File: config.mk
export PLATFORM = sky130hd
export DESIGN_NAME = dda_line_color_rasterizer_flat
export DESIGN_NICKNAME = d
export VERILOG_FILES = /design/src/sv/dda_lcr_pkg.sv /design/src/sv/dda_lcr_in_if.sv /design/src/sv/dda_lcr_out_if.sv /design/src/sv/dda_lcr_div.sv /design/src/sv/dda_lcr_ctrl.sv /design/src/sv/dda_lcr_datapath.sv /design/src/sv/dda_line_color_rasterizer.sv /design/src/flat_wrapper.sv
export SDC_FILE = /design/constraint.sdc
export NUM_CORES = 1
export LEC_CHECK = 0
export BUFFER_PORTS_ARGS = -buffer_cell sky130_fd_sc_hd__buf_4
export CAP_MARGIN = 25
export CORE_UTILIZATION = 50
export CTS_BUF_LIST = sky130_fd_sc_hd__clkbuf_8
export CTS_CLUSTER_SIZE = 40
export DETAILED_ROUTE_END_ITERATION = 6
export PLACE_DENSITY = 0.76
export SLEW_MARGIN = 40
export SYNTH_ARGS = -nofsm -noshare
export SYNTH_HDL_FRONTEND = slang
export SYNTH_SLANG_ARGS = --single-unit
export TNS_END_PERCENT = 1
File: constraint.sdc
create_clock -name clk -period 4.55 [get_ports clk]
set_input_delay 0.91 -clock clk [delete_from_list [all_inputs] [get_ports clk]]
set_output_delay 0.91 -clock clk [all_outputs]
set_load 0.03 [all_outputs]
File: src/sv/dda_lcr_pkg.sv
`timescale 1ns / 1ps
// shared types and constants of the line colour rasterizer
package dda_lcr_pkg;

    localparam int COLOR_BITS = 24;

    localparam logic OP_LOAD = 1'b0;
    localparam logic OP_TICK = 1'b1;

    typedef enum logic [1:0]
    {
        LANE_X,
        LANE_Y,
        LANE_C
    } lane_t;

    typedef struct packed
    {
        logic  load;
        logic  tick;
        logic  div_start;
        logic  div_capture;
        lane_t lane;
    } dp_cmd_t;

    typedef struct packed
    {
        logic out_full;
        logic n_zero;
        logic div_done;
    } dp_status_t;

endpackage

File: src/sv/dda_lcr_in_if.sv
`timescale 1ns / 1ps
// request channel carrying segment loads and ticks
interface dda_lcr_in_if #(parameter int COORD_BITS = 12);
    import dda_lcr_pkg::*;

    logic                         valid;
    logic                         ready;
    logic                         operation;
    logic signed [COORD_BITS-1:0] start_x;
    logic signed [COORD_BITS-1:0] start_y;
    logic        [COLOR_BITS-1:0] start_color;
    logic signed [COORD_BITS-1:0] end_x;
    logic signed [COORD_BITS-1:0] end_y;
    logic        [COLOR_BITS-1:0] end_color;

    modport source
    (
        output valid, operation, start_x, start_y, start_color, end_x, end_y, end_color,
        input  ready
    );

    modport sink
    (
        input  valid, operation, start_x, start_y, start_color, end_x, end_y, end_color,
        output ready
    );
endinterface

File: src/sv/dda_lcr_out_if.sv
`timescale 1ns / 1ps
// pixel channel of the line colour rasterizer
interface dda_lcr_out_if #(parameter int COORD_BITS = 12);
    import dda_lcr_pkg::*;

    logic                         valid;
    logic                         ready;
    logic signed [COORD_BITS-1:0] pixel_x;
    logic signed [COORD_BITS-1:0] pixel_y;
    logic        [COLOR_BITS-1:0] pixel_color;
    logic                         last_pixel;

    modport source
    (
        output valid, pixel_x, pixel_y, pixel_color, last_pixel,
        input  ready
    );

    modport sink
    (
        input  valid, pixel_x, pixel_y, pixel_color, last_pixel,
        output ready
    );
endinterface

File: src/sv/dda_lcr_div.sv
`timescale 1ns / 1ps
// restoring divider, one quotient bit per cycle
module dda_lcr_div #(
    parameter int NUM_BITS = 41,
    parameter int DEN_BITS = 12
) (
    input  logic                clk,
    input  logic                rst_n,
    input  logic                start,
    input  logic [NUM_BITS-1:0] dividend,
    input  logic [DEN_BITS-1:0] divisor,
    output logic                done,
    output logic [NUM_BITS-1:0] quotient
);
    localparam int CNT_W = $clog2(NUM_BITS + 1);

    logic [DEN_BITS-1:0] rem_reg;
    logic [NUM_BITS-1:0] quo_reg;
    logic [DEN_BITS-1:0] den_reg;
    logic [CNT_W-1:0]    cnt_reg;
    logic                busy_reg;
    logic                done_reg;

    logic [DEN_BITS:0]   rem_shift;
    logic [DEN_BITS:0]   rem_sub;
    logic                fits;

    always_comb
    begin
        rem_shift = {rem_reg, quo_reg[NUM_BITS-1]};
        rem_sub   = rem_shift - {1'b0, den_reg};
        fits      = rem_shift >= {1'b0, den_reg};
    end

    always_ff @(posedge clk or negedge rst_n)
    begin
        if (!rst_n)
        begin
            busy_reg <= 1'b0;
            done_reg <= 1'b0;
            cnt_reg  <= '0;
        end
        else
        begin
            done_reg <= busy_reg && (cnt_reg == CNT_W'(1));
            if (start)
            begin
                busy_reg <= 1'b1;
                cnt_reg  <= CNT_W'(NUM_BITS);
            end
            else if (busy_reg)
            begin
                cnt_reg <= cnt_reg - 1'b1;
                if (cnt_reg == CNT_W'(1))
                begin
                    busy_reg <= 1'b0;
                end
            end
        end
    end

    // dividend shifts out at the top while quotient bits enter at the bottom
    always_ff @(posedge clk)
    begin
        if (start)
        begin
            quo_reg <= dividend;
            rem_reg <= '0;
            den_reg <= divisor;
        end
        else if (busy_reg)
        begin
            quo_reg <= {quo_reg[NUM_BITS-2:0], fits};
            rem_reg <= fits ? rem_sub[DEN_BITS-1:0] : rem_shift[DEN_BITS-1:0];
        end
    end

    assign done     = done_reg;
    assign quotient = quo_reg;
endmodule

File: src/sv/dda_lcr_ctrl.sv
`timescale 1ns / 1ps
// controller: request handshake and sequencing of the three divisions
module dda_lcr_ctrl (
    input  logic                    clk,
    input  logic                    rst_n,
    input  logic                    in_valid,
    input  logic                    in_operation,
    output logic                    in_ready,
    input  logic                    out_ready,
    input  dda_lcr_pkg::dp_status_t status,
    output dda_lcr_pkg::dp_cmd_t    cmd
);
    import dda_lcr_pkg::*;

    typedef enum logic [1:0]
    {
        ST_IDLE,
        ST_LAUNCH,
        ST_WAIT
    } state_t;

    state_t state_reg;
    state_t state_next;
    lane_t  lane_reg;
    lane_t  lane_next;
    logic   accept;

    always_comb
    begin
        in_ready   = (state_reg == ST_IDLE) && (!status.out_full || out_ready);
        accept     = in_valid && in_ready;
        cmd        = '0;
        cmd.lane   = lane_reg;
        state_next = state_reg;
        lane_next  = lane_reg;
        case (state_reg)
            ST_IDLE:
            begin
                if (accept)
                begin
                    if (in_operation == OP_LOAD)
                    begin
                        cmd.load   = 1'b1;
                        lane_next  = LANE_X;
                        state_next = ST_LAUNCH;
                    end
                    else
                    begin
                        cmd.tick = 1'b1;
                    end
                end
            end
            ST_LAUNCH:
            begin
                // zero-length segment: nothing to divide
                if (status.n_zero)
                begin
                    state_next = ST_IDLE;
                end
                else
                begin
                    cmd.div_start = 1'b1;
                    state_next    = ST_WAIT;
                end
            end
            ST_WAIT:
            begin
                if (status.div_done)
                begin
                    cmd.div_capture = 1'b1;
                    case (lane_reg)
                        LANE_X:
                        begin
                            lane_next  = LANE_Y;
                            state_next = ST_LAUNCH;
                        end
                        LANE_Y:
                        begin
                            lane_next  = LANE_C;
                            state_next = ST_LAUNCH;
                        end
                        default:
                        begin
                            state_next = ST_IDLE;
                        end
                    endcase
                end
            end
            default:
            begin
                state_next = ST_IDLE;
            end
        endcase
    end

    always_ff @(posedge clk or negedge rst_n)
    begin
        if (!rst_n)
        begin
            state_reg <= ST_IDLE;
            lane_reg  <= LANE_X;
        end
        else
        begin
            state_reg <= state_next;
            lane_reg  <= lane_next;
        end
    end

`ifndef SYNTH
    a_done_in_wait: assert property (@(posedge clk) disable iff (!rst_n)
        status.div_done |-> state_reg == ST_WAIT)
        else $error("divider finished outside the wait state");

    a_load_launch: assert property (@(posedge clk) disable iff (!rst_n)
        cmd.load |=> state_reg == ST_LAUNCH && lane_reg == LANE_X)
        else $error("load did not start the x division");

    a_last_lane: assert property (@(posedge clk) disable iff (!rst_n)
        cmd.div_capture && lane_reg == LANE_C |=> state_reg == ST_IDLE)
        else $error("colour division did not end the load");
`endif
endmodule

File: src/sv/dda_lcr_datapath.sv
`timescale 1ns / 1ps
// datapath: segment setup, increment divider, accumulators and pixel register
module dda_lcr_datapath #(
    parameter int COORD_BITS = 12,
    parameter int FRAC_BITS  = 16
) (
    input  logic                                      clk,
    input  logic                                      rst_n,
    input  dda_lcr_pkg::dp_cmd_t                      cmd,
    output dda_lcr_pkg::dp_status_t                   status,
    input  logic signed [COORD_BITS-1:0]              start_x,
    input  logic signed [COORD_BITS-1:0]              start_y,
    input  logic        [dda_lcr_pkg::COLOR_BITS-1:0] start_color,
    input  logic signed [COORD_BITS-1:0]              end_x,
    input  logic signed [COORD_BITS-1:0]              end_y,
    input  logic        [dda_lcr_pkg::COLOR_BITS-1:0] end_color,
    input  logic                                      out_ready,
    output logic                                      out_valid,
    output logic signed [COORD_BITS-1:0]              pixel_x,
    output logic signed [COORD_BITS-1:0]              pixel_y,
    output logic        [dda_lcr_pkg::COLOR_BITS-1:0] pixel_color,
    output logic                                      last_pixel
);
    import dda_lcr_pkg::*;

    localparam int PW       = COORD_BITS + FRAC_BITS;
    localparam int CW       = COLOR_BITS + FRAC_BITS + 2;
    localparam int NUM_BITS = COLOR_BITS + FRAC_BITS + 1;

    // segment setup
    logic signed [COORD_BITS:0]   dx;
    logic signed [COORD_BITS:0]   dy;
    logic signed [COLOR_BITS:0]   dc;
    logic [COORD_BITS-1:0]        dx_mag;
    logic [COORD_BITS-1:0]        dy_mag;
    logic [COLOR_BITS-1:0]        dc_mag;
    logic [COORD_BITS-1:0]        n_steps;

    logic [COORD_BITS-1:0]        dx_mag_reg;
    logic [COORD_BITS-1:0]        dy_mag_reg;
    logic [COLOR_BITS-1:0]        dc_mag_reg;
    logic                         x_neg_reg;
    logic                         y_neg_reg;
    logic                         c_neg_reg;
    logic [COORD_BITS-1:0]        n_reg;

    // accumulators and increments
    logic [PW-1:0]                pos_x_reg;
    logic [PW-1:0]                pos_y_reg;
    logic signed [CW-1:0]         color_reg;
    logic [PW-1:0]                step_x_reg;
    logic [PW-1:0]                step_y_reg;
    logic signed [CW-1:0]         step_c_reg;
    logic [COORD_BITS-1:0]        steps_left_reg;

    logic [PW-1:0]                pos_x_next;
    logic [PW-1:0]                pos_y_next;
    logic signed [CW-1:0]         color_next;
    logic [COLOR_BITS-1:0]        color_sat;
    logic                         emit;

    // division lane
    logic [COLOR_BITS-1:0]        mag_sel;
    logic [NUM_BITS-1:0]          dividend;
    logic [NUM_BITS-1:0]          quotient;
    logic                         div_done;
    logic [PW-1:0]                q_pos;
    logic [CW-1:0]                q_col;

    // output register
    logic                         out_valid_reg;
    logic [COORD_BITS-1:0]        pixel_x_reg;
    logic [COORD_BITS-1:0]        pixel_y_reg;
    logic [COLOR_BITS-1:0]        pixel_color_reg;
    logic                         last_reg;

    always_comb
    begin
        dx      = {end_x[COORD_BITS-1], end_x} - {start_x[COORD_BITS-1], start_x};
        dy      = {end_y[COORD_BITS-1], end_y} - {start_y[COORD_BITS-1], start_y};
        dc      = {1'b0, end_color} - {1'b0, start_color};
        dx_mag  = dx[COORD_BITS] ? COORD_BITS'(-dx) : dx[COORD_BITS-1:0];
        dy_mag  = dy[COORD_BITS] ? COORD_BITS'(-dy) : dy[COORD_BITS-1:0];
        dc_mag  = dc[COLOR_BITS] ? COLOR_BITS'(-dc) : dc[COLOR_BITS-1:0];
        n_steps = (dx_mag > dy_mag) ? dx_mag : dy_mag;
    end

    // rounded division: (mag * 2^FRAC_BITS + n/2) / n
    always_comb
    begin
        case (cmd.lane)
            LANE_X:  mag_sel = {{(COLOR_BITS-COORD_BITS){1'b0}}, dx_mag_reg};
            LANE_Y:  mag_sel = {{(COLOR_BITS-COORD_BITS){1'b0}}, dy_mag_reg};
            default: mag_sel = dc_mag_reg;
        endcase
        dividend = {1'b0, mag_sel, {FRAC_BITS{1'b0}}} + NUM_BITS'(n_reg[COORD_BITS-1:1]);
        q_pos    = PW'(quotient);
        q_col    = {1'b0, quotient};
    end

    dda_lcr_div #(
        .NUM_BITS (NUM_BITS),
        .DEN_BITS (COORD_BITS)
    ) u_div (
        .clk      (clk),
        .rst_n    (rst_n),
        .start    (cmd.div_start),
        .dividend (dividend),
        .divisor  (n_reg),
        .done     (div_done),
        .quotient (quotient)
    );

    always_comb
    begin
        emit       = cmd.tick && (steps_left_reg != '0);
        pos_x_next = pos_x_reg + step_x_reg;
        pos_y_next = pos_y_reg + step_y_reg;
        color_next = color_reg + step_c_reg;
        if (color_next[CW-1])
        begin
            color_sat = '0;
        end
        else if (color_next[CW-2])
        begin
            color_sat = '1;
        end
        else
        begin
            color_sat = color_next[FRAC_BITS +: COLOR_BITS];
        end
    end

    always_ff @(posedge clk or negedge rst_n)
    begin
        if (!rst_n)
        begin
            steps_left_reg <= '0;
            out_valid_reg  <= 1'b0;
        end
        else
        begin
            if (cmd.load)
            begin
                steps_left_reg <= n_steps;
            end
            else if (emit)
            begin
                steps_left_reg <= steps_left_reg - 1'b1;
            end

            if (emit)
            begin
                out_valid_reg <= 1'b1;
            end
            else if (out_ready)
            begin
                out_valid_reg <= 1'b0;
            end
        end
    end

    always_ff @(posedge clk)
    begin
        if (cmd.load)
        begin
            dx_mag_reg <= dx_mag;
            dy_mag_reg <= dy_mag;
            dc_mag_reg <= dc_mag;
            x_neg_reg  <= dx[COORD_BITS];
            y_neg_reg  <= dy[COORD_BITS];
            c_neg_reg  <= dc[COLOR_BITS];
            n_reg      <= n_steps;
            // start value plus half an lsb so the floor rounds to nearest
            pos_x_reg  <= {start_x, 1'b1, {(FRAC_BITS-1){1'b0}}};
            pos_y_reg  <= {start_y, 1'b1, {(FRAC_BITS-1){1'b0}}};
            color_reg  <= {2'b00, start_color, 1'b1, {(FRAC_BITS-1){1'b0}}};
        end
        else if (emit)
        begin
            pos_x_reg       <= pos_x_next;
            pos_y_reg       <= pos_y_next;
            color_reg       <= color_next;
            pixel_x_reg     <= pos_x_next[PW-1:FRAC_BITS];
            pixel_y_reg     <= pos_y_next[PW-1:FRAC_BITS];
            pixel_color_reg <= color_sat;
            last_reg        <= (steps_left_reg == COORD_BITS'(1));
        end

        if (cmd.div_capture)
        begin
            case (cmd.lane)
                LANE_X:  step_x_reg <= x_neg_reg ? -q_pos : q_pos;
                LANE_Y:  step_y_reg <= y_neg_reg ? -q_pos : q_pos;
                default: step_c_reg <= c_neg_reg ? -q_col : q_col;
            endcase
        end
    end

    always_comb
    begin
        status.out_full = out_valid_reg;
        status.n_zero   = (n_reg == '0);
        status.div_done = div_done;
    end

    assign out_valid   = out_valid_reg;
    assign pixel_x     = pixel_x_reg;
    assign pixel_y     = pixel_y_reg;
    assign pixel_color = pixel_color_reg;
    assign last_pixel  = last_reg;

`ifndef SYNTH
    a_last_pixel: assert property (@(posedge clk) disable iff (!rst_n)
        cmd.tick && steps_left_reg == COORD_BITS'(1)
        |=> out_valid_reg && last_reg && steps_left_reg == '0)
        else $error("final step did not flag the last pixel");

    a_idle_tick: assert property (@(posedge clk) disable iff (!rst_n)
        cmd.tick && steps_left_reg == '0 |=> !out_valid_reg)
        else $error("tick without an active segment produced a pixel");
`endif
endmodule

File: src/sv/dda_line_color_rasterizer.sv
`timescale 1ns / 1ps
// top level of the dda line rasterizer with colour interpolation
// tick: one request per cycle unless the pixel output stalls; the pixel is held in the
// output register from the cycle after the tick; load: busy while the bit-serial divider
// runs three times (x, y, colour increments); a zero-length segment skips the divisions
// reset: asynchronous, active low; clears the step count so no segment is active
module dda_line_color_rasterizer #(
    parameter int COORD_BITS = 12,
    parameter int FRAC_BITS  = 16
) (
    input logic           clk,
    input logic           rst_n,
    dda_lcr_in_if.sink    seg,
    dda_lcr_out_if.source pix
);
    import dda_lcr_pkg::*;

    dp_cmd_t    cmd;
    dp_status_t status;

    dda_lcr_ctrl u_ctrl (
        .clk          (clk),
        .rst_n        (rst_n),
        .in_valid     (seg.valid),
        .in_operation (seg.operation),
        .in_ready     (seg.ready),
        .out_ready    (pix.ready),
        .status       (status),
        .cmd          (cmd)
    );

    dda_lcr_datapath #(
        .COORD_BITS (COORD_BITS),
        .FRAC_BITS  (FRAC_BITS)
    ) u_datapath (
        .clk         (clk),
        .rst_n       (rst_n),
        .cmd         (cmd),
        .status      (status),
        .start_x     (seg.start_x),
        .start_y     (seg.start_y),
        .start_color (seg.start_color),
        .end_x       (seg.end_x),
        .end_y       (seg.end_y),
        .end_color   (seg.end_color),
        .out_ready   (pix.ready),
        .out_valid   (pix.valid),
        .pixel_x     (pix.pixel_x),
        .pixel_y     (pix.pixel_y),
        .pixel_color (pix.pixel_color),
        .last_pixel  (pix.last_pixel)
    );
endmodule

File: src/flat_wrapper.sv
// flat-port wrapper written by rule: the top's interface ports become plain ports
module dda_line_color_rasterizer_flat import dda_lcr_pkg::*;
#(
    parameter int COORD_BITS = 12,
    parameter int FRAC_BITS  = 16
)
  (clk, rst_n, seg_valid, seg_operation, seg_start_x, seg_start_y, seg_start_color, seg_end_x, seg_end_y, seg_end_color, seg_ready, pix_valid, pix_pixel_x, pix_pixel_y, pix_pixel_color, pix_last_pixel, pix_ready);
  dda_lcr_in_if #(.COORD_BITS(COORD_BITS)) seg_i ();
  dda_lcr_out_if #(.COORD_BITS(COORD_BITS)) pix_i ();
  input logic clk;
  input logic rst_n;
  input wire logic [$bits(seg_i.valid)-1:0] seg_valid;
  input wire logic [$bits(seg_i.operation)-1:0] seg_operation;
  input wire logic [$bits(seg_i.start_x)-1:0] seg_start_x;
  input wire logic [$bits(seg_i.start_y)-1:0] seg_start_y;
  input wire logic [$bits(seg_i.start_color)-1:0] seg_start_color;
  input wire logic [$bits(seg_i.end_x)-1:0] seg_end_x;
  input wire logic [$bits(seg_i.end_y)-1:0] seg_end_y;
  input wire logic [$bits(seg_i.end_color)-1:0] seg_end_color;
  output wire logic [$bits(seg_i.ready)-1:0] seg_ready;
  output wire logic [$bits(pix_i.valid)-1:0] pix_valid;
  output wire logic [$bits(pix_i.pixel_x)-1:0] pix_pixel_x;
  output wire logic [$bits(pix_i.pixel_y)-1:0] pix_pixel_y;
  output wire logic [$bits(pix_i.pixel_color)-1:0] pix_pixel_color;
  output wire logic [$bits(pix_i.last_pixel)-1:0] pix_last_pixel;
  input wire logic [$bits(pix_i.ready)-1:0] pix_ready;
  assign seg_i.valid = seg_valid;
  assign seg_i.operation = seg_operation;
  assign seg_i.start_x = seg_start_x;
  assign seg_i.start_y = seg_start_y;
  assign seg_i.start_color = seg_start_color;
  assign seg_i.end_x = seg_end_x;
  assign seg_i.end_y = seg_end_y;
  assign seg_i.end_color = seg_end_color;
  assign seg_ready = seg_i.ready;
  assign pix_valid = pix_i.valid;
  assign pix_pixel_x = pix_i.pixel_x;
  assign pix_pixel_y = pix_i.pixel_y;
  assign pix_pixel_color = pix_i.pixel_color;
  assign pix_last_pixel = pix_i.last_pixel;
  assign pix_i.ready = pix_ready;
  dda_line_color_rasterizer #(.COORD_BITS(COORD_BITS), .FRAC_BITS(FRAC_BITS)) u_core (.clk(clk), .rst_n(rst_n), .seg(seg_i), .pix(pix_i));
endmodule
* Word-level counts from Yosys, hierarchy flattened *
Index checks and enable logic that the tools add are counted.
W data, S select, Z words.

word-level totals
  bits in registers = 398
  output and inout bits = 51
  logic and storage cells = 126
  input port bits = 101

operators by class
  bitwise logic cells = 2
  add/sub/neg operators = 15
  equal/unequal tests = 9
  $lt $le $gt $ge = 2
  multiplexer cells = 46
  reductions and logical operators = 21

operator list
  kind                     count
  $mux W28                 6
  $mux W41                 3
  $mux W40                 2
  $mux W12                 6
  $add A28 B28 Y28         2
  $mux W24                 2
  $pmux W24 S2             1
  $add A42 B42 Y42         1
  $neg A41 Y42             1
  $add A40 B11 Y41         1
  $neg A28 Y28             1
  $sub A12 B12 Y13         2
  $sub A24 B24 Y25         1
  $neg A12 Y12             2
  $neg A24 Y24             1
  $mux W2                  9
  $ge A13 B12 Y1           1
  $eq A12 B1 Y1 const B    1
  $gt A12 B12 Y1           1
  $logic_not A12 Y1        1
  $mux W1                  12
  $mux W6                  2
  $reduce_bool A12 Y1      1
  $sub A12 B1 Y12 const B  1
  19 further kinds         34

* Longest topological paths before layout *
Gate-level depths: netlist of the first run.

  word-level depth = 9
  gate-level depth with buffers = 26
  mapped depth without buffers = 25

* Modules after synthesis *
A second synthesis of the first run with hierarchy kept.

second synthesis, totals
  cells, all modules = 2496
  area, all modules = 25269.2 sq um

by module, submodules not included
  module            cells an instance  area each (sq um)  times used  seq. area each (sq um)
  dda_lcr_datapath  2183               21380.5            1           9073.7
  dda_lcr_div       288                3656.0             1           2031.9
  dda_lcr_ctrl      25                 232.7              1           100.1

* Worst setup path after synthesis of the first run *
OpenSTA, ideal clock, no wires.

  path kind = input to register
  start point = input seg_end_y[0]
  end point = register u_core.u_datapath.steps_left_reg[6]
  arrival = 5.786 ns
  path buffers = 1
  required time = 4.432 ns
  setup time = 0.118 ns
  stages on the path = 21
  slack = -1.354 ns
  cell sequence = inv_1 > ha_1 > fa_1 > nor2b_1 > o21a_1 > o211a_1 > a211oi_1 > xnor2_1 > or4b_1 > or3_1 > or3_1 > a221oi_1 > xnor2_1 > ha_1 > nand4_1 > nor3_1 > a2111oi_0 > nor2_1 > clkbuf_1 > mux2_2 > a21o_1

on the way
  word-level cells in the longest chain between the ends = 6

ends and longest elaborated chain
  element                           RTL line                 text
  start, declared                   flat_wrapper.sv:18       input wire logic [$bits(seg_i.end_y)-1:0] seg_end_y;
  $sub A12 B12 Y13 *                dda_lcr_datapath.sv:80   dy = {end_y[COORD_BITS-1], end_y} - {start_y[COORD_BITS-1], start_y};
  $neg A12 Y12                      dda_lcr_datapath.sv:83   dy_mag = dy[COORD_BITS] ? COORD_BITS'(-dy) : dy[COORD_BITS-1:0];
  $mux W12 *                        dda_lcr_datapath.sv:83
  $gt A12 B12 Y1                    dda_lcr_datapath.sv:85   n_steps = (dx_mag > dy_mag) ? dx_mag : dy_mag;
  $mux W12 *                        dda_lcr_datapath.sv:85
  net u_core.u_datapath.n_steps[6]  dda_lcr_datapath.sv:37   logic [COORD_BITS-1:0] n_steps;
  $mux W12 *                        dda_lcr_datapath.sv:143  if (cmd.load)
  end signal, assigned              dda_lcr_datapath.sv:145  steps_left_reg <= n_steps;
  end signal, assigned              dda_lcr_datapath.sv:149  steps_left_reg <= steps_left_reg - 1'b1;
  end, declared                     dda_lcr_datapath.sv:54   logic [COORD_BITS-1:0] steps_left_reg;

Mark *: on every way through the listed nets, which the timed path passes. The rest lies on a longest branch.
A chain may end at the register's enable or synchronous reset.

* Worst setup path after layout of the first run *
  start point = input seg_end_y[0]
  end point = register u_core.u_datapath.steps_left_reg[2]

The elaborated chain is that of the path after synthesis.

==> results of run 1 <==
[cells by family after synthesis]
| family | synth area share |
|---|---|
| AO/OA/AOI/OAI | 0.157 |
| XOR/XNOR | 0.0959 |
| adder cells (fa/ha/maj) | 0.0954 |
| buffers and inverters | 0.0402 |
| flip-flops | 0.456 |
| multiplexers | 0.0154 |
| AND/OR/NAND/NOR | 0.140 |
[where the power goes]
group	leakage (nW)	total, mW	switching (mW)	internal [mW]
combinational	7.87	6.75	3.78	2.97
clock	0.739	3.13	1.52	1.62
sequential	3.74	6.07	0.803	5.27
[Yosys cell counts, types with 6 or more instances]
master	n
sky130_fd_sc_hd__a211o_1	6
sky130_fd_sc_hd__a221o_1	6
sky130_fd_sc_hd__dfxtp_1	62
sky130_fd_sc_hd__mux2_2	7
sky130_fd_sc_hd__edfxtp_1	311
sky130_fd_sc_hd__dfrtp_1	25
sky130_fd_sc_hd__nand2b_1	27
sky130_fd_sc_hd__or4_1	8
sky130_fd_sc_hd__a211oi_1	16
sky130_fd_sc_hd__fa_1	7
sky130_fd_sc_hd__nor2_1	121
sky130_fd_sc_hd__or3_1	31
sky130_fd_sc_hd__or2_2	11
sky130_fd_sc_hd__nand3_1	76
sky130_fd_sc_hd__ha_1	176
sky130_fd_sc_hd__buf_1	15
sky130_fd_sc_hd__mux2i_1	30
sky130_fd_sc_hd__nor3_1	44
sky130_fd_sc_hd__o21ai_0	157
sky130_fd_sc_hd__xnor2_1	201
sky130_fd_sc_hd__o21bai_1	19
sky130_fd_sc_hd__nor2b_1	23
sky130_fd_sc_hd__clkbuf_1	79
sky130_fd_sc_hd__o31ai_1	23
sky130_fd_sc_hd__a21o_1	65
sky130_fd_sc_hd__a21boi_0	9
sky130_fd_sc_hd__a31oi_1	22
sky130_fd_sc_hd__o21a_1	25
sky130_fd_sc_hd__o22ai_1	23
sky130_fd_sc_hd__nor4_1	21
sky130_fd_sc_hd__and3_1	18
sky130_fd_sc_hd__a21oi_1	179
sky130_fd_sc_hd__inv_1	150
sky130_fd_sc_hd__a22o_1	6
sky130_fd_sc_hd__xor2_1	68
sky130_fd_sc_hd__nand4_1	16
sky130_fd_sc_hd__nand2_1	284
sky130_fd_sc_hd__and2_1	16
sky130_fd_sc_hd__o211ai_1	9
sky130_fd_sc_hd__buf_2	6
[final cells by class]
cell class / instances / area, um^2 / share of cell area
multi-input cells: 1827 / 12600 / 0.434
flip-flops and latches: 398 / 11200 / 0.387
repair buffers: 321 / 2510 / 0.0867
clock buffers: 77 / 1060 / 0.0366
well taps: 615 / 769 / 0.0266
inverters: 152 / 587 / 0.0203
clock inverters: 48 / 239 / 0.00826
diodes: 1 / 2.50 / 0.0000864
[repair_timing]
action | in CTS | in global routing
endpoints found under the setup margin | 24 | 25
gates resized for setup | 36 | 14
pin swaps | 19 | 16
buffers inserted | 21 | 1
[metal layers]
metal | track usage | routed length, um
met3 | 0.0454 | 4310
met1 | 0.333 | 27300
met2 | 0.440 | 31900
met5 | 0 | 0
met4 | 0.101 | 2150
[through the flow]
step / hold slack [ns] / setup slack [ns] / utilization
2_1_floorplan: 0.427 / -0.822 / -
3_3_place_gp: 0.442 / -1.30 / 0.567
3_5_place_dp: 0.451 / -1.50 / 0.568
4_1_cts: 0.169 / -0.429 / 0.601
5_1_grt: 0.181 / -0.786 / 0.603
6_report: 0.194 / -0.594 / 0.603
[path summary, 6_finish.rpt]
check                                                      endpoint                                 from
min in group clk                     u_core.u_datapath.color_reg[5]       u_core.u_datapath.color_reg[5]
worst min-delay path             u_core.u_datapath.u_div.cnt_reg[1]                                rst_n
max in group asynchronous                 u_core.u_ctrl.lane_reg[0]                                rst_n
worst min register to register       u_core.u_datapath.color_reg[5]       u_core.u_datapath.color_reg[5]
worst max register to register       u_core.u_datapath.pos_y_reg[5]  u_core.u_datapath.steps_left_reg[2]
worst max-delay path            u_core.u_datapath.steps_left_reg[2]                         seg_end_y[0]
==> impl_metrics.sql, run 1 <==
INSERT INTO impl_metrics (metric_group, metric, value, unit) VALUES
('finish', 'post_layout_nonfiller_instances', '3439', ''),
('power_and_ir_drop', 'power.density_cell_area', '551', 'mW/mm^2'),
('sta', 'finalMaxSlewViolations', '0', ''),
('sta', 'slew_headroom', '0.453', ''),
('route', 'final_routed_wire_length_divided_by_cell_count', '19.1', 'um'),
('synthesis', 'synthTopCellsByArea', 'sky130_fd_sc_hd__edfxtp_1 38%, sky130_fd_sc_hd__ha_1 9.0%, sky130_fd_sc_hd__xnor2_1 7.2%, sky130_fd_sc_hd__dfxtp_1 5.1%, sky130_fd_sc_hd__nand2_1 4.3%', ''),
('worst_setup_path', 'path_class', 'in2reg', ''),
('sta', 'finalWorstPathRequiredPeriod', '5.14', 'ns'),
('worst_setup_path', 'critical_path_slowest_stage_cell', 'sky130_fd_sc_hd__or4b_4', ''),
('clock_network', 'cts_tree', 'done', ''),
('worst_setup_path', 'regToRegSetupSlack', '0.22', 'ns'),
('synthesis', 'synth_flop_cell', 'sky130_fd_sc_hd__edfxtp_1', ''),
('min_path', 'hold_wc_path_type', 'in2async', ''),
('floorplanning', 'fp.dieArea', '0.0500', 'mm^2'),
('sta', 'setup_violations', '25', ''),
('global_routing', 'globalRouteTotalUtil', '0.261', ''),
('route', 'viasPerCell', '5.77', ''),
('floorplanning', 'site_rows', '80', ''),
('clock_network', 'clock_sinks', '398', ''),
('sta', 'fin_ws', '-0.594', 'ns'),
('worst_setup_path', 'cp.depth', '21', ''),
('finish', 'stdcell_area', '0.0289', 'mm^2'),
('run_status', 'violated_checks', 'negative setup slack', ''),
('finish', 'num-nets-final', '3054', ''),
('sta', 'final-hold-violation-count', '0', ''),
('synthesis', 'share_of_flip_flops_with_an_asynchronous_set_or_reset', '0.0628', ''),
('clock_network', 'cts-hold-fix-buffers', '0', ''),
('worst_setup_path', 'path_buf_inv', '2', ''),
('clock_network', 'clkTransAtPathRegs', '0.06', 'ns'),
('route', 'drt_pass1_iterations', '6', ''),
('sta', 'period_share', '1.13', ''),
('synthesis', 'synth_cell_type_count', '76', ''),
('finish', 'fillers', '3973', ''),
('floorplanning', 'io_pins', '152', ''),
('floorplanning', 'chipHeight', '224', 'um'),
('worst_setup_path', 'worstPathMaxFanout', '6', ''),
('synthesis', 'synth_enable_flop_cells', '311', ''),
('floorplanning', 'floorplan.die.width', '224', 'um'),
('floorplanning', 'initial_core_util', '0.511', ''),
('synthesis', 'register_area_share_after_synthesis', '0.456', ''),
('synthesis', 'synth_top_area_share', '0.380', ''),
('clock_network', 'cts.path.max_buffers', '3', ''),
('sta', 'max_frequency', '194', 'MHz'),
('finish', 'post_route_cells_drive_above_1_share', '0.171', ''),
('place', 'dp.cells', '3292', ''),
('flow_run', 'maxCapViolCount', '0', ''),
('sta', 'rsz0062_at_grt', 'true', ''),
('worst_setup_path', 'timing.critical_path.arrival', '5.66', 'ns'),
('worst_setup_path', 'critical-path-max-stage-delay', '0.53', 'ns'),
('route', 'drt_drc_violations_left', '0', ''),
('floorplanning', 'placeableCoreArea', '0.0480', 'mm^2'),
('route', 'finalWirelength', '65600', 'um'),
('clock_network', 'tritoncts_buffer_count', '70', ''),
('power_and_ir_drop', 'max-vdd-ir-drop', '0.213', 'mV'),
('worst_setup_path', 'crit_path_cell_trace', 'buf_8 -> inv_8 -> ha_4 -> fa_2 -> nor2b_1 -> o21a_1 -> o211a_1 -> a211oi_2 -> xnor2_1 -> or4b_4 -> or3_4 -> or3_4 -> a221oi_4 -> xnor2_2 -> ha_1 -> nand4_1 -> nor3_2 -> a2111oi_4 -> nor2_4 -> mux2_4 -> a221o_1', ''),
('run_status', 'status', 'complete, but fails checks', ''),
('route', 'route.antenna.remaining_nets', '0', ''),
('route', 'initialDrtViolationCount', '1651', ''),
('worst_setup_path', 'worst_path_dominant_cell_family', 'simple AND/OR/NAND/NOR gates', ''),
('synthesis', 'synth.ff_latch_count', '398', ''),
('clock_network', 'h_tree_lvls', '3', ''),
('global_routing', 'grt_overflow_total', '0', ''),
('worst_setup_path', 'timing.critical_path.mode_cell', 'sky130_fd_sc_hd__or3_4', ''),
('worst_setup_path', 'setup.worst_path.end_class', 'flip-flop', ''),
('power_and_ir_drop', 'power.static_leakage', '12.4', 'nW'),
('route', 'via_count', '19800', ''),
('synthesis', 'synth_area', '0.0246', 'mm^2'),
('synthesis', 'synth_top_area_cell', 'sky130_fd_sc_hd__edfxtp_1', ''),
('finish', 'layout-area-overhead-vs-synth', '17.9', '%'),
('synthesis', 'number_of_nets_in_the_synthesized_netlist', '2765', ''),
('clock_network', 'cts.root.buffer_cell', 'sky130_fd_sc_hd__clkbuf_8', '');
No activity file was read; power rests on OpenSTA's default activity.
==> run 2: changes to the inputs <==
--- a/config.mk
+++ b/config.mk
@@ -15,5 +15,6 @@
 export SLEW_MARGIN = 40
 export SYNTH_ARGS = -nofsm -noshare
 export SYNTH_HDL_FRONTEND = slang
+export SYNTH_HIERARCHICAL = 1
 export SYNTH_SLANG_ARGS = --single-unit
 export TNS_END_PERCENT = 1
==> run 2 against run 1 <==
Net effect: the flow still finishes with violations (negative setup slack); global-route usage fell by 0.55 points; worst hold slack improved by 0.041 ns; routed wire length rose by 1.2%; sequential power rose by 2%; die area rose by 2.9%; utilization fell by 0.95 points; clock skew rose by 0.0044 ns; via count rose by 2.6%; sequential cell count did not move; maximum frequency rose by 12%; clock power fell by 6%; final cell count rose by 2.1%; critical endpoint is now u_core/u_datapath/steps_left_reg[7]; largest cell class unchanged; largest power group unchanged.
==> impl_metrics.sql, run 2 <==
INSERT INTO impl_metrics (metric_group, metric, value, unit) VALUES
('worst_setup_path', 'critical-path-max-stage-delay', '0.44', 'ns'),
('floorplanning', 'initial_core_util', '0.506', ''),
('route', 'final_routed_wire_length_divided_by_cell_count', '18.9', 'um'),
('route', 'drt_drc_violations_left', '0', ''),
('worst_setup_path', 'data_required_time_at_the_worst_endpoint', '5.05', 'ns'),
('synthesis', 'register_area_share_after_synthesis', '0.443', ''),
('place', 'finalWeightedCongestion', '0.952', ''),
('synthesis', 'syn-instance-count', '2496', ''),
('global_routing', 'grt_overflow_total', '0', ''),
('sta', 'hold_slack', '0.235', 'ns'),
('clock_network', 'cts_tree', 'done', ''),
('sta', 'finalWorstPathRequiredPeriod', '4.60', 'ns'),
('worst_setup_path', 'critical_path_slowest_stage_cell', 'sky130_fd_sc_hd__a2111o_1', ''),
('place', 'dpl.hpwl', '49000', 'um'),
('clock_network', 'clock_latency', '0.63', 'ns'),
('place', 'dp.cells', '3368', ''),
('sta', 'slew_headroom', '0.497', ''),
('clock_network', 'tritoncts_buffer_count', '68', ''),
('clock_network', 'clkTransAtPathRegs', '0.06', 'ns'),
('synthesis', 'synth_top_area_share', '0.370', ''),
('worst_setup_path', 'worstSetupStartpointType', 'primary input', ''),
('synthesis', 'synth_top_area_cell', 'sky130_fd_sc_hd__edfxtp_1', ''),
('synthesis', 'synth.ff_latch_count', '398', ''),
('power_and_ir_drop', 'power.static_leakage', '12.4', 'nW'),
('sta', 'rsz0062_at_grt', 'true', ''),
('route', 'route.antenna.remaining_nets', '0', ''),
('synthesis', 'share_of_flip_flops_with_an_asynchronous_set_or_reset', '0.0628', ''),
('global_routing', 'grt_pass1_vias', '19700', ''),
('power_and_ir_drop', 'max-vdd-ir-drop', '0.319', 'mV'),
('global_routing', 'globalRouteTotalUtil', '0.255', ''),
('clock_network', 'cts.root.buffer_cell', 'sky130_fd_sc_hd__clkbuf_8', ''),
('synthesis', 'commonest_cells_in_the_synthesized_netlist', '311 x sky130_fd_sc_hd__edfxtp_1, 268 x sky130_fd_sc_hd__nand2_1, 207 x sky130_fd_sc_hd__xnor2_1', ''),
('route', 'via_count', '20300', ''),
('place', 'dpl_cell_area', '0.0281', 'mm^2'),
('floorplanning', 'chipHeight', '227', 'um'),
('sta', 'period_share', '1.01', ''),
('worst_setup_path', 'setup.worst_path.end_class', 'flip-flop', ''),
('clock_network', 'h_tree_lvls', '3', ''),
('route', 'dr_wl_met2', '32400', 'um'),
('sta', 'finalMaxSlewViolations', '0', ''),
('synthesis', 'avgSynthCellArea', '10.1', 'um^2'),
('route', 'finalWirelength', '66400', 'um'),
('power_and_ir_drop', 'power.density_cell_area', '549', 'mW/mm^2'),
('sta', 'setup_tns', '-0.117', 'ns'),
('synthesis', 'synth_cell_type_count', '88', ''),
('place', 'io_buffer_count', '151', ''),
('flow_run', 'maxCapViolCount', '0', ''),
('synthesis', 'synthTopCellsByArea', 'sky130_fd_sc_hd__edfxtp_1 37%, sky130_fd_sc_hd__ha_1 8.7%, sky130_fd_sc_hd__xnor2_1 7.2%, sky130_fd_sc_hd__dfxtp_1 4.9%, sky130_fd_sc_hd__nand2_1 4.0%', ''),
('min_path', 'hold_wc_path_type', 'in2async', ''),
('finish', 'area.sequential', '0.0112', 'mm^2'),
('floorplanning', 'floorplan.die.width', '227', 'um'),
('clock_network', 'clock_sinks', '398', ''),
('synthesis', 'yosys.cell_count.top_type', 'sky130_fd_sc_hd__edfxtp_1', ''),
('sta', 'finalClockSkew', '0.0269', 'ns'),
('floorplanning', 'fp.dieArea', '0.0514', 'mm^2'),
('global_routing', 'grt_max_degree', '131', ''),
('worst_setup_path', 'crit_path_cell_trace', 'buf_6 -> inv_1 -> ha_1 -> nor2b_1 -> o21a_1 -> or3_1 -> a21o_1 -> a2111o_1 -> a2111oi_4 -> a221oi_2 -> o31ai_2 -> nand2_2 -> ha_4 -> nand4_1 -> nor2_2 -> a211oi_2 -> a211o_1 -> buf_12 -> mux2_4 -> mux2_4', ''),
('finish', 'post_route_cells_drive_above_1_share', '0.189', ''),
('clock_network', 'cts.path.max_buffers', '3', ''),
('sta', 'final-hold-violation-count', '0', ''),
('finish', 'total_area_of_multi_input_combinational_cells', '0.0133', 'mm^2'),
('sta', 'max_frequency', '217', 'MHz'),
('route', 'm1WireLength', '27800', 'um'),
('worst_setup_path', 'r2r_cells', '14', ''),
('global_routing', 'grt_first_pass_wirelength', '102000', 'um'),
('finish', 'post-route-util', '0.593', ''),
('floorplanning', 'placeableCoreArea', '0.0500', 'mm^2'),
('sta', 'fin_ws', '-0.0549', 'ns'),
('worst_setup_path', 'timing.critical_path.arrival', '5.11', 'ns'),
('route', 'viasPerCell', '5.80', ''),
('worst_setup_path', 'path_class', 'in2reg', ''),
('finish', 'layout.cells.most_common_list', '311 x sky130_fd_sc_hd__edfxtp_1, 301 x sky130_fd_sc_hd__buf_4, 266 x sky130_fd_sc_hd__nand2_1', ''),
('route', 'initialDrtViolationCount', '1778', ''),
('finish', 'layout.cells.most_common', 'sky130_fd_sc_hd__edfxtp_1', ''),
('finish', 'fillers', '4120', ''),
('route', 'drt_pass1_iterations', '6', ''),
('power_and_ir_drop', 'p_total', '16.3', 'mW'),
('finish', 'post_layout_nonfiller_instances', '3510', ''),
('worst_setup_path', 'timing.critical_path.mode_cell', 'sky130_fd_sc_hd__mux2_4', ''),
('worst_setup_path', 'timing.critical_path.to', 'u_core/u_datapath/steps_left_reg[7]', ''),
('synthesis', 'synthesis.yosys.warnings', '6', ''),
('run_status', 'status', 'complete, but fails checks', ''),
('worst_setup_path', 'rr_startpoint', 'u_core/u_datapath/step_c_reg[0]', ''),
('synthesis', 'synth_flop_cell', 'sky130_fd_sc_hd__edfxtp_1', ''),
('finish', 'stdcell_area', '0.0296', 'mm^2'),
('global_routing', 'grt_antenna_before_repair', '1', ''),
('worst_setup_path', 'timing.rr.end', 'u_core/u_datapath/color_reg[32]', ''),
('worst_setup_path', 'crit_path_start', 'seg_start_y[1]', ''),
('finish', 'num-nets-final', '3069', ''),
('route', 'dr_wl_met3', '4440', 'um'),
('floorplanning', 'site_rows', '82', ''),
('worst_setup_path', 'regToRegSetupSlack', '0.49', 'ns'),
('floorplanning', 'io_pins', '152', ''),
('route', 'route.top_layer_used', 'met4', ''),
('run_status', 'violated_checks', 'negative setup slack', ''),
('place', 'preCtsSetupSlack', '-0.858', 'ns'),
('finish', 'layout-area-overhead-vs-synth', '17.3', '%'),
('synthesis', 'synth_enable_flop_cells', '311', ''),
('synthesis', 'synth_area', '0.0253', 'mm^2'),
('sta', 'worst-slew-pin-transition', '0.754', 'ns'),
('sta', 'setup_violations', '5', ''),
('worst_setup_path', 'worstPathMaxFanout', '8', '');
## run 2: cell count changes after synthesis, sizes merged, moves of 9 or more
cell	previous run	this run
a211oi	16	36
a21o	65	82
and2	16	25
mux2	7	60
nand2	284	269
nand3	76	44
nor2	121	106
nor3	44	35
o21ai	159	123
or3	35	44
xor2	68	55
## run 2: how the worst min path moves through the flow
stage	slack, ns	cells past startpoint	startpoint	endpoint
6_report	0.23	1	rst_n	u_core/u_datapath/steps_left_reg[3]
5_1_grt	0.23	1	rst_n	u_core/u_datapath/u_div/cnt_reg[5]
4_1_cts	0.20	1	rst_n	u_core/u_datapath/u_div/cnt_reg[5]
3_5_place_dp	0.45	2	u_core/u_datapath/color_reg[12]	u_core/u_datapath/color_reg[12]
3_3_place_gp	0.44	2	u_core/u_datapath/pos_x_reg[2]	u_core/u_datapath/pos_x_reg[2]
2_1_floorplan	0.43	0	u_core/u_datapath/n_reg[0]	u_core/u_datapath/u_div/den_reg[0]
## run 2: critical path: cells and delay by family
kind | cells | cell delay [ns]
simple gates | 5 | 0.86
mux | 2 | 0.58
fa+ha+maj | 2 | 0.56
buf+inv | 3 | 0.30
compound gates | 8 | 1.88
## run 2: cells by family after synthesis
kind of cell               share of synthesized area
xor gates and xnor gates                      0.0926
adders and majority gates                     0.0927
muxes                                         0.0358
buffers and inverters                         0.0392
AOI/OAI and AO/OA                              0.164
other                                       0.000148
DFF                                            0.443
and+or+nand+nor                                0.132
## run 2: repair_timing
| action | 4_1_cts | 5_1_grt |
|---|---|---|
| gates resized for setup | 21 | 23 |
| setup endpoints to repair | 18 | 24 |
| pin swaps | 22 | 22 |
| buffers inserted | 11 | 6 |
| cloned | 1 | 0 |
| hold buffers | 0 | 0 |
## run 2: power by group
group | switching [mW] | total (mW) | internal [mW]
clock network | 1.47 | 2.95 | 1.48
registers | 0.880 | 6.17 | 5.29
logic | 3.92 | 7.15 | 3.24
total | 6.27 | 16.3 | 10.0
## run 2: area by class of cell
cell class	instances	share of cell area
diodes	1	0.0000845
clock buffers	73	0.0339
clock inverters	49	0.00718
inverters	153	0.0200
multi-input cells	1850	0.449
flip-flops and latches	398	0.378
well taps	672	0.0284
repair buffers	314	0.0829
## run 2: per-layer routing
| layer | vias up | global-route usage |
|---|---|---|
| met1 | 9756 | 0.330 |
| met2 | 759 | 0.431 |
| li1 | 9701 | - |
| met5 | - | 0 |
| met4 | 0 | 0.0933 |
| met3 | 131 | 0.0395 |
==> run 3: changes to the inputs <==
--- a/config.mk
+++ b/config.mk
@@ -5,13 +5,14 @@
 export SDC_FILE = /design/constraint.sdc
 export NUM_CORES = 1
 export LEC_CHECK = 0
+export ABC_AREA = 1
 export BUFFER_PORTS_ARGS = -buffer_cell sky130_fd_sc_hd__buf_4
 export CAP_MARGIN = 25
 export CORE_UTILIZATION = 50
 export CTS_BUF_LIST = sky130_fd_sc_hd__clkbuf_8
 export CTS_CLUSTER_SIZE = 40
 export DETAILED_ROUTE_END_ITERATION = 6
-export PLACE_DENSITY = 0.76
+export PLACE_DENSITY = 0.75
 export SLEW_MARGIN = 40
 export SYNTH_ARGS = -nofsm -noshare
 export SYNTH_HDL_FRONTEND = slang
==> run 3 against run 2 <==
Net effect: largest cell class unchanged; final area up 6.1%; sequential power down 1%; the flow now finishes without violations; highest routed layer unchanged; register-to-register slack better by 0.89 ns; clock skew down 0.00097 ns.
==> impl_metrics.sql, run 3 <==
INSERT INTO impl_metrics (metric_group, metric, value, unit) VALUES
('place', 'dp.cells', '4537', ''),
('global_routing', 'grt_max_degree', '84', ''),
('power_and_ir_drop', 'power.density_cell_area', '547', 'mW/mm^2'),
('place', 'dpl_cell_area', '0.0300', 'mm^2'),
('clock_network', 'tritoncts_buffer_count', '70', ''),
('flow_run', 'maxCapViolCount', '0', ''),
('route', 'initialDrtViolationCount', '2169', ''),
('global_routing', 'grt_overflow_total', '0', ''),
('synthesis', 'synth_enable_flop_cells', '311', ''),
('worst_setup_path', 'timing.critical_path.to', 'u_core/u_datapath/n_reg[10]', ''),
('floorplanning', 'site_rows', '86', ''),
('route', 'route.antenna.remaining_nets', '0', ''),
('clock_network', 'clkTransAtPathRegs', '0.07', 'ns'),
('synthesis', 'avgSynthCellArea', '7.62', 'um^2'),
('floorplanning', 'initial_core_util', '0.505', ''),
('global_routing', 'globalRouteTotalUtil', '0.279', ''),
('finish', 'layout.cells.most_common', 'sky130_fd_sc_hd__nand2_1', ''),
('clock_network', 'cts_tree', 'done', ''),
('sta', 'finalMaxSlewViolations', '0', ''),
('synthesis', 'synth_flop_cell', 'sky130_fd_sc_hd__edfxtp_1', ''),
('floorplanning', 'chipHeight', '238', 'um'),
('clock_network', 'postCtsResizedCells', '0', ''),
('route', 'finalWirelength', '79400', 'um'),
('sta', 'final-hold-violation-count', '0', ''),
('synthesis', 'synth_area', '0.0278', 'mm^2'),
('floorplanning', 'fp.dieArea', '0.0566', 'mm^2'),
('run_status', 'status', 'finished, final reports clean', ''),
('place', 'io_buffer_count', '151', ''),
('synthesis', 'synth_top_area_cell', 'sky130_fd_sc_hd__edfxtp_1', ''),
('sta', 'max_frequency', '258', 'MHz'),
('worst_setup_path', 'data_required_time_at_the_worst_endpoint', '4.95', 'ns'),
('sta', 'slew_headroom', '0.477', ''),
('synthesis', 'synth_top_area_share', '0.335', ''),
('clock_network', 'post_cts_buffers', '0', ''),
('synthesis', 'commonest_cells_in_the_synthesized_netlist', '1,108 x sky130_fd_sc_hd__nand2_1, 510 x sky130_fd_sc_hd__inv_1, 311 x sky130_fd_sc_hd__edfxtp_1', ''),
('sta', 'period_share', '0.853', ''),
('sta', 'hold_slack', '0.169', 'ns'),
('route', 'drt_drc_violations_left', '0', ''),
('clock_network', 'clock_sinks', '398', ''),
('place', 'finalWeightedCongestion', '0.961', ''),
('worst_setup_path', 'timing.rr.end', 'u_core/u_datapath/u_div/quotient[16]', ''),
('worst_setup_path', 'worstPathMaxFanout', '7', ''),
('finish', 'post_route_cells_drive_above_1_share', '0.110', ''),
('synthesis', 'synth.ff_latch_count', '398', ''),
('sta', 'setup_tns', '0', 'ns'),
('finish', 'post-route-util', '0.571', ''),
('synthesis', 'synth_cell_type_count', '66', ''),
('sta', 'finalWorstPathRequiredPeriod', '3.88', 'ns'),
('place', 'dpl.hpwl', '62900', 'um'),
('route', 'final_routed_wire_length_divided_by_cell_count', '17.0', 'um'),
('floorplanning', 'placeableCoreArea', '0.0551', 'mm^2'),
('worst_setup_path', 'regToRegSetupSlack', '1.38', 'ns'),
('finish', 'post_layout_nonfiller_instances', '4664', ''),
('synthesis', 'register_area_share_after_synthesis', '0.402', ''),
('worst_setup_path', 'r2r_cells', '7', ''),
('clock_network', 'cts.path.max_buffers', '3', ''),
('synthesis', 'yosys.cell_count.top_type', 'sky130_fd_sc_hd__nand2_1', ''),
('worst_setup_path', 'path_class', 'in2reg', ''),
('finish', 'layout.cells.most_common_list', '1,107 x sky130_fd_sc_hd__nand2_1, 526 x sky130_fd_sc_hd__inv_1, 311 x sky130_fd_sc_hd__edfxtp_1', ''),
('clock_network', 'clock_latency', '0.65', 'ns'),
('synthesis', 'synthesis.yosys.warnings', '6', ''),
('worst_setup_path', 'setup.worst_path.end_class', 'flip-flop', ''),
('clock_network', 'cts-hold-fix-buffers', '0', ''),
('finish', 'stdcell_area', '0.0314', 'mm^2'),
('min_path', 'hold_wc_path_type', 'in2async', ''),
('worst_setup_path', 'crit_path_start', 'seg_start_x[0]', ''),
('worst_setup_path', 'rr_startpoint', 'u_core/u_datapath/n_reg[9]', ''),
('floorplanning', 'io_pins', '152', ''),
('sta', 'setup_violations', '0', ''),
('worst_setup_path', 'timing.critical_path.arrival', '4.28', 'ns'),
('clock_network', 'cts.root.buffer_cell', 'sky130_fd_sc_hd__clkbuf_8', '');
run 3: final cells by class:
| cell class | instances | area [um^2] |
|---|---|---|
| multi-input combinational | 2654 | 14300 |
| antenna | 1 | 2.50 |
| clock buffer | 81 | 1110 |
| fill | 5191 | 23700 |
| clock inverter | 45 | 299 |
| sequential | 398 | 11200 |
| inverter | 530 | 2000 |
| timing repair buffer | 207 | 1570 |
| tap | 748 | 936 |
run 3: worst min-delay path by stage:
stage                                     from                                  to  slack, ns
global route                             rst_n         u_core/u_datapath/out_valid       0.18
finish                                   rst_n         u_core/u_datapath/out_valid       0.17
global placement    u_core/u_datapath/n_reg[0]  u_core/u_datapath/u_div/den_reg[0]       0.44
detailed placement  u_core/u_datapath/n_reg[0]  u_core/u_datapath/u_div/den_reg[0]       0.44
floorplan           u_core/u_datapath/n_reg[0]  u_core/u_datapath/u_div/den_reg[0]       0.43
CTS                                      rst_n         u_core/u_datapath/out_valid       0.14
run 3: logic make-up (layout without fill, tap and decap cells):
logic type               Yosys count  in the layout  synth area share
AND/OR/NAND/NOR                 1786           1786             0.275
AO/OA/AOI/OAI                    558            558             0.114
flip-flops                       398            398             0.402
XOR/XNOR                         121            121            0.0395
adder cells (fa/ha/maj)          183            183            0.0841
buffers and inverters            605            863            0.0852
other                              1              7          0.000135
run 3: power by group:
part	switching (mW)	total [mW]	internal [mW]
Sequential	0.834	6.08	5.25
Clock	1.53	3.38	1.85
Combinational	5.14	7.75	2.61
Total	7.50	17.2	9.71
run 3: worst max-delay path, cell delays in order:
cell and delay (ns):
sky130_fd_sc_hd__buf_4 0.14, sky130_fd_sc_hd__ha_1 0.23, sky130_fd_sc_hd__fa_1 0.39, sky130_fd_sc_hd__inv_1 0.08, sky130_fd_sc_hd__nand2_1 0.05, sky130_fd_sc_hd__nand2_1 0.10
sky130_fd_sc_hd__nand4_1 0.11, sky130_fd_sc_hd__nand2_1 0.10, sky130_fd_sc_hd__nand2_1 0.05, sky130_fd_sc_hd__nand2_1 0.05, sky130_fd_sc_hd__nand2_1 0.06, sky130_fd_sc_hd__nand2_2 0.08
sky130_fd_sc_hd__nor2_1 0.05, sky130_fd_sc_hd__xor2_1 0.30, sky130_fd_sc_hd__inv_1 0.11, sky130_fd_sc_hd__ha_1 0.32, sky130_fd_sc_hd__nand2_1 0.05, sky130_fd_sc_hd__o21ai_0 0.27
sky130_fd_sc_hd__a21oi_1 0.11, sky130_fd_sc_hd__o211ai_1 0.09, sky130_fd_sc_hd__o21ai_0 0.13, sky130_fd_sc_hd__inv_1 0.09, sky130_fd_sc_hd__buf_4 0.15, sky130_fd_sc_hd__nand3_1 0.10
sky130_fd_sc_hd__and2_1 0.16
run 3: per-layer routing:
metal / vias to the layer above / part of all wire / track usage
li1: 12500 / - / -
met1: 11500 / 0.44 / 0.376
met2: 759 / 0.46 / 0.452
met3: 117 / 0.067 / 0.0434
met4: 0 / 0.028 / 0.102
met5: - / 0 / 0
run 3: stage by stage:
| stage | power, mW | setup WS [ns] |
|---|---|---|
| floorplan | 11.4 | 0.247 |
| global placement | 13.6 | 0.0921 |
| detailed placement | 13.7 | 0.0449 |
| CTS | 17.2 | 0.726 |
| global route | 18.4 | 0.223 |
| finish | 17.2 | 0.669 |
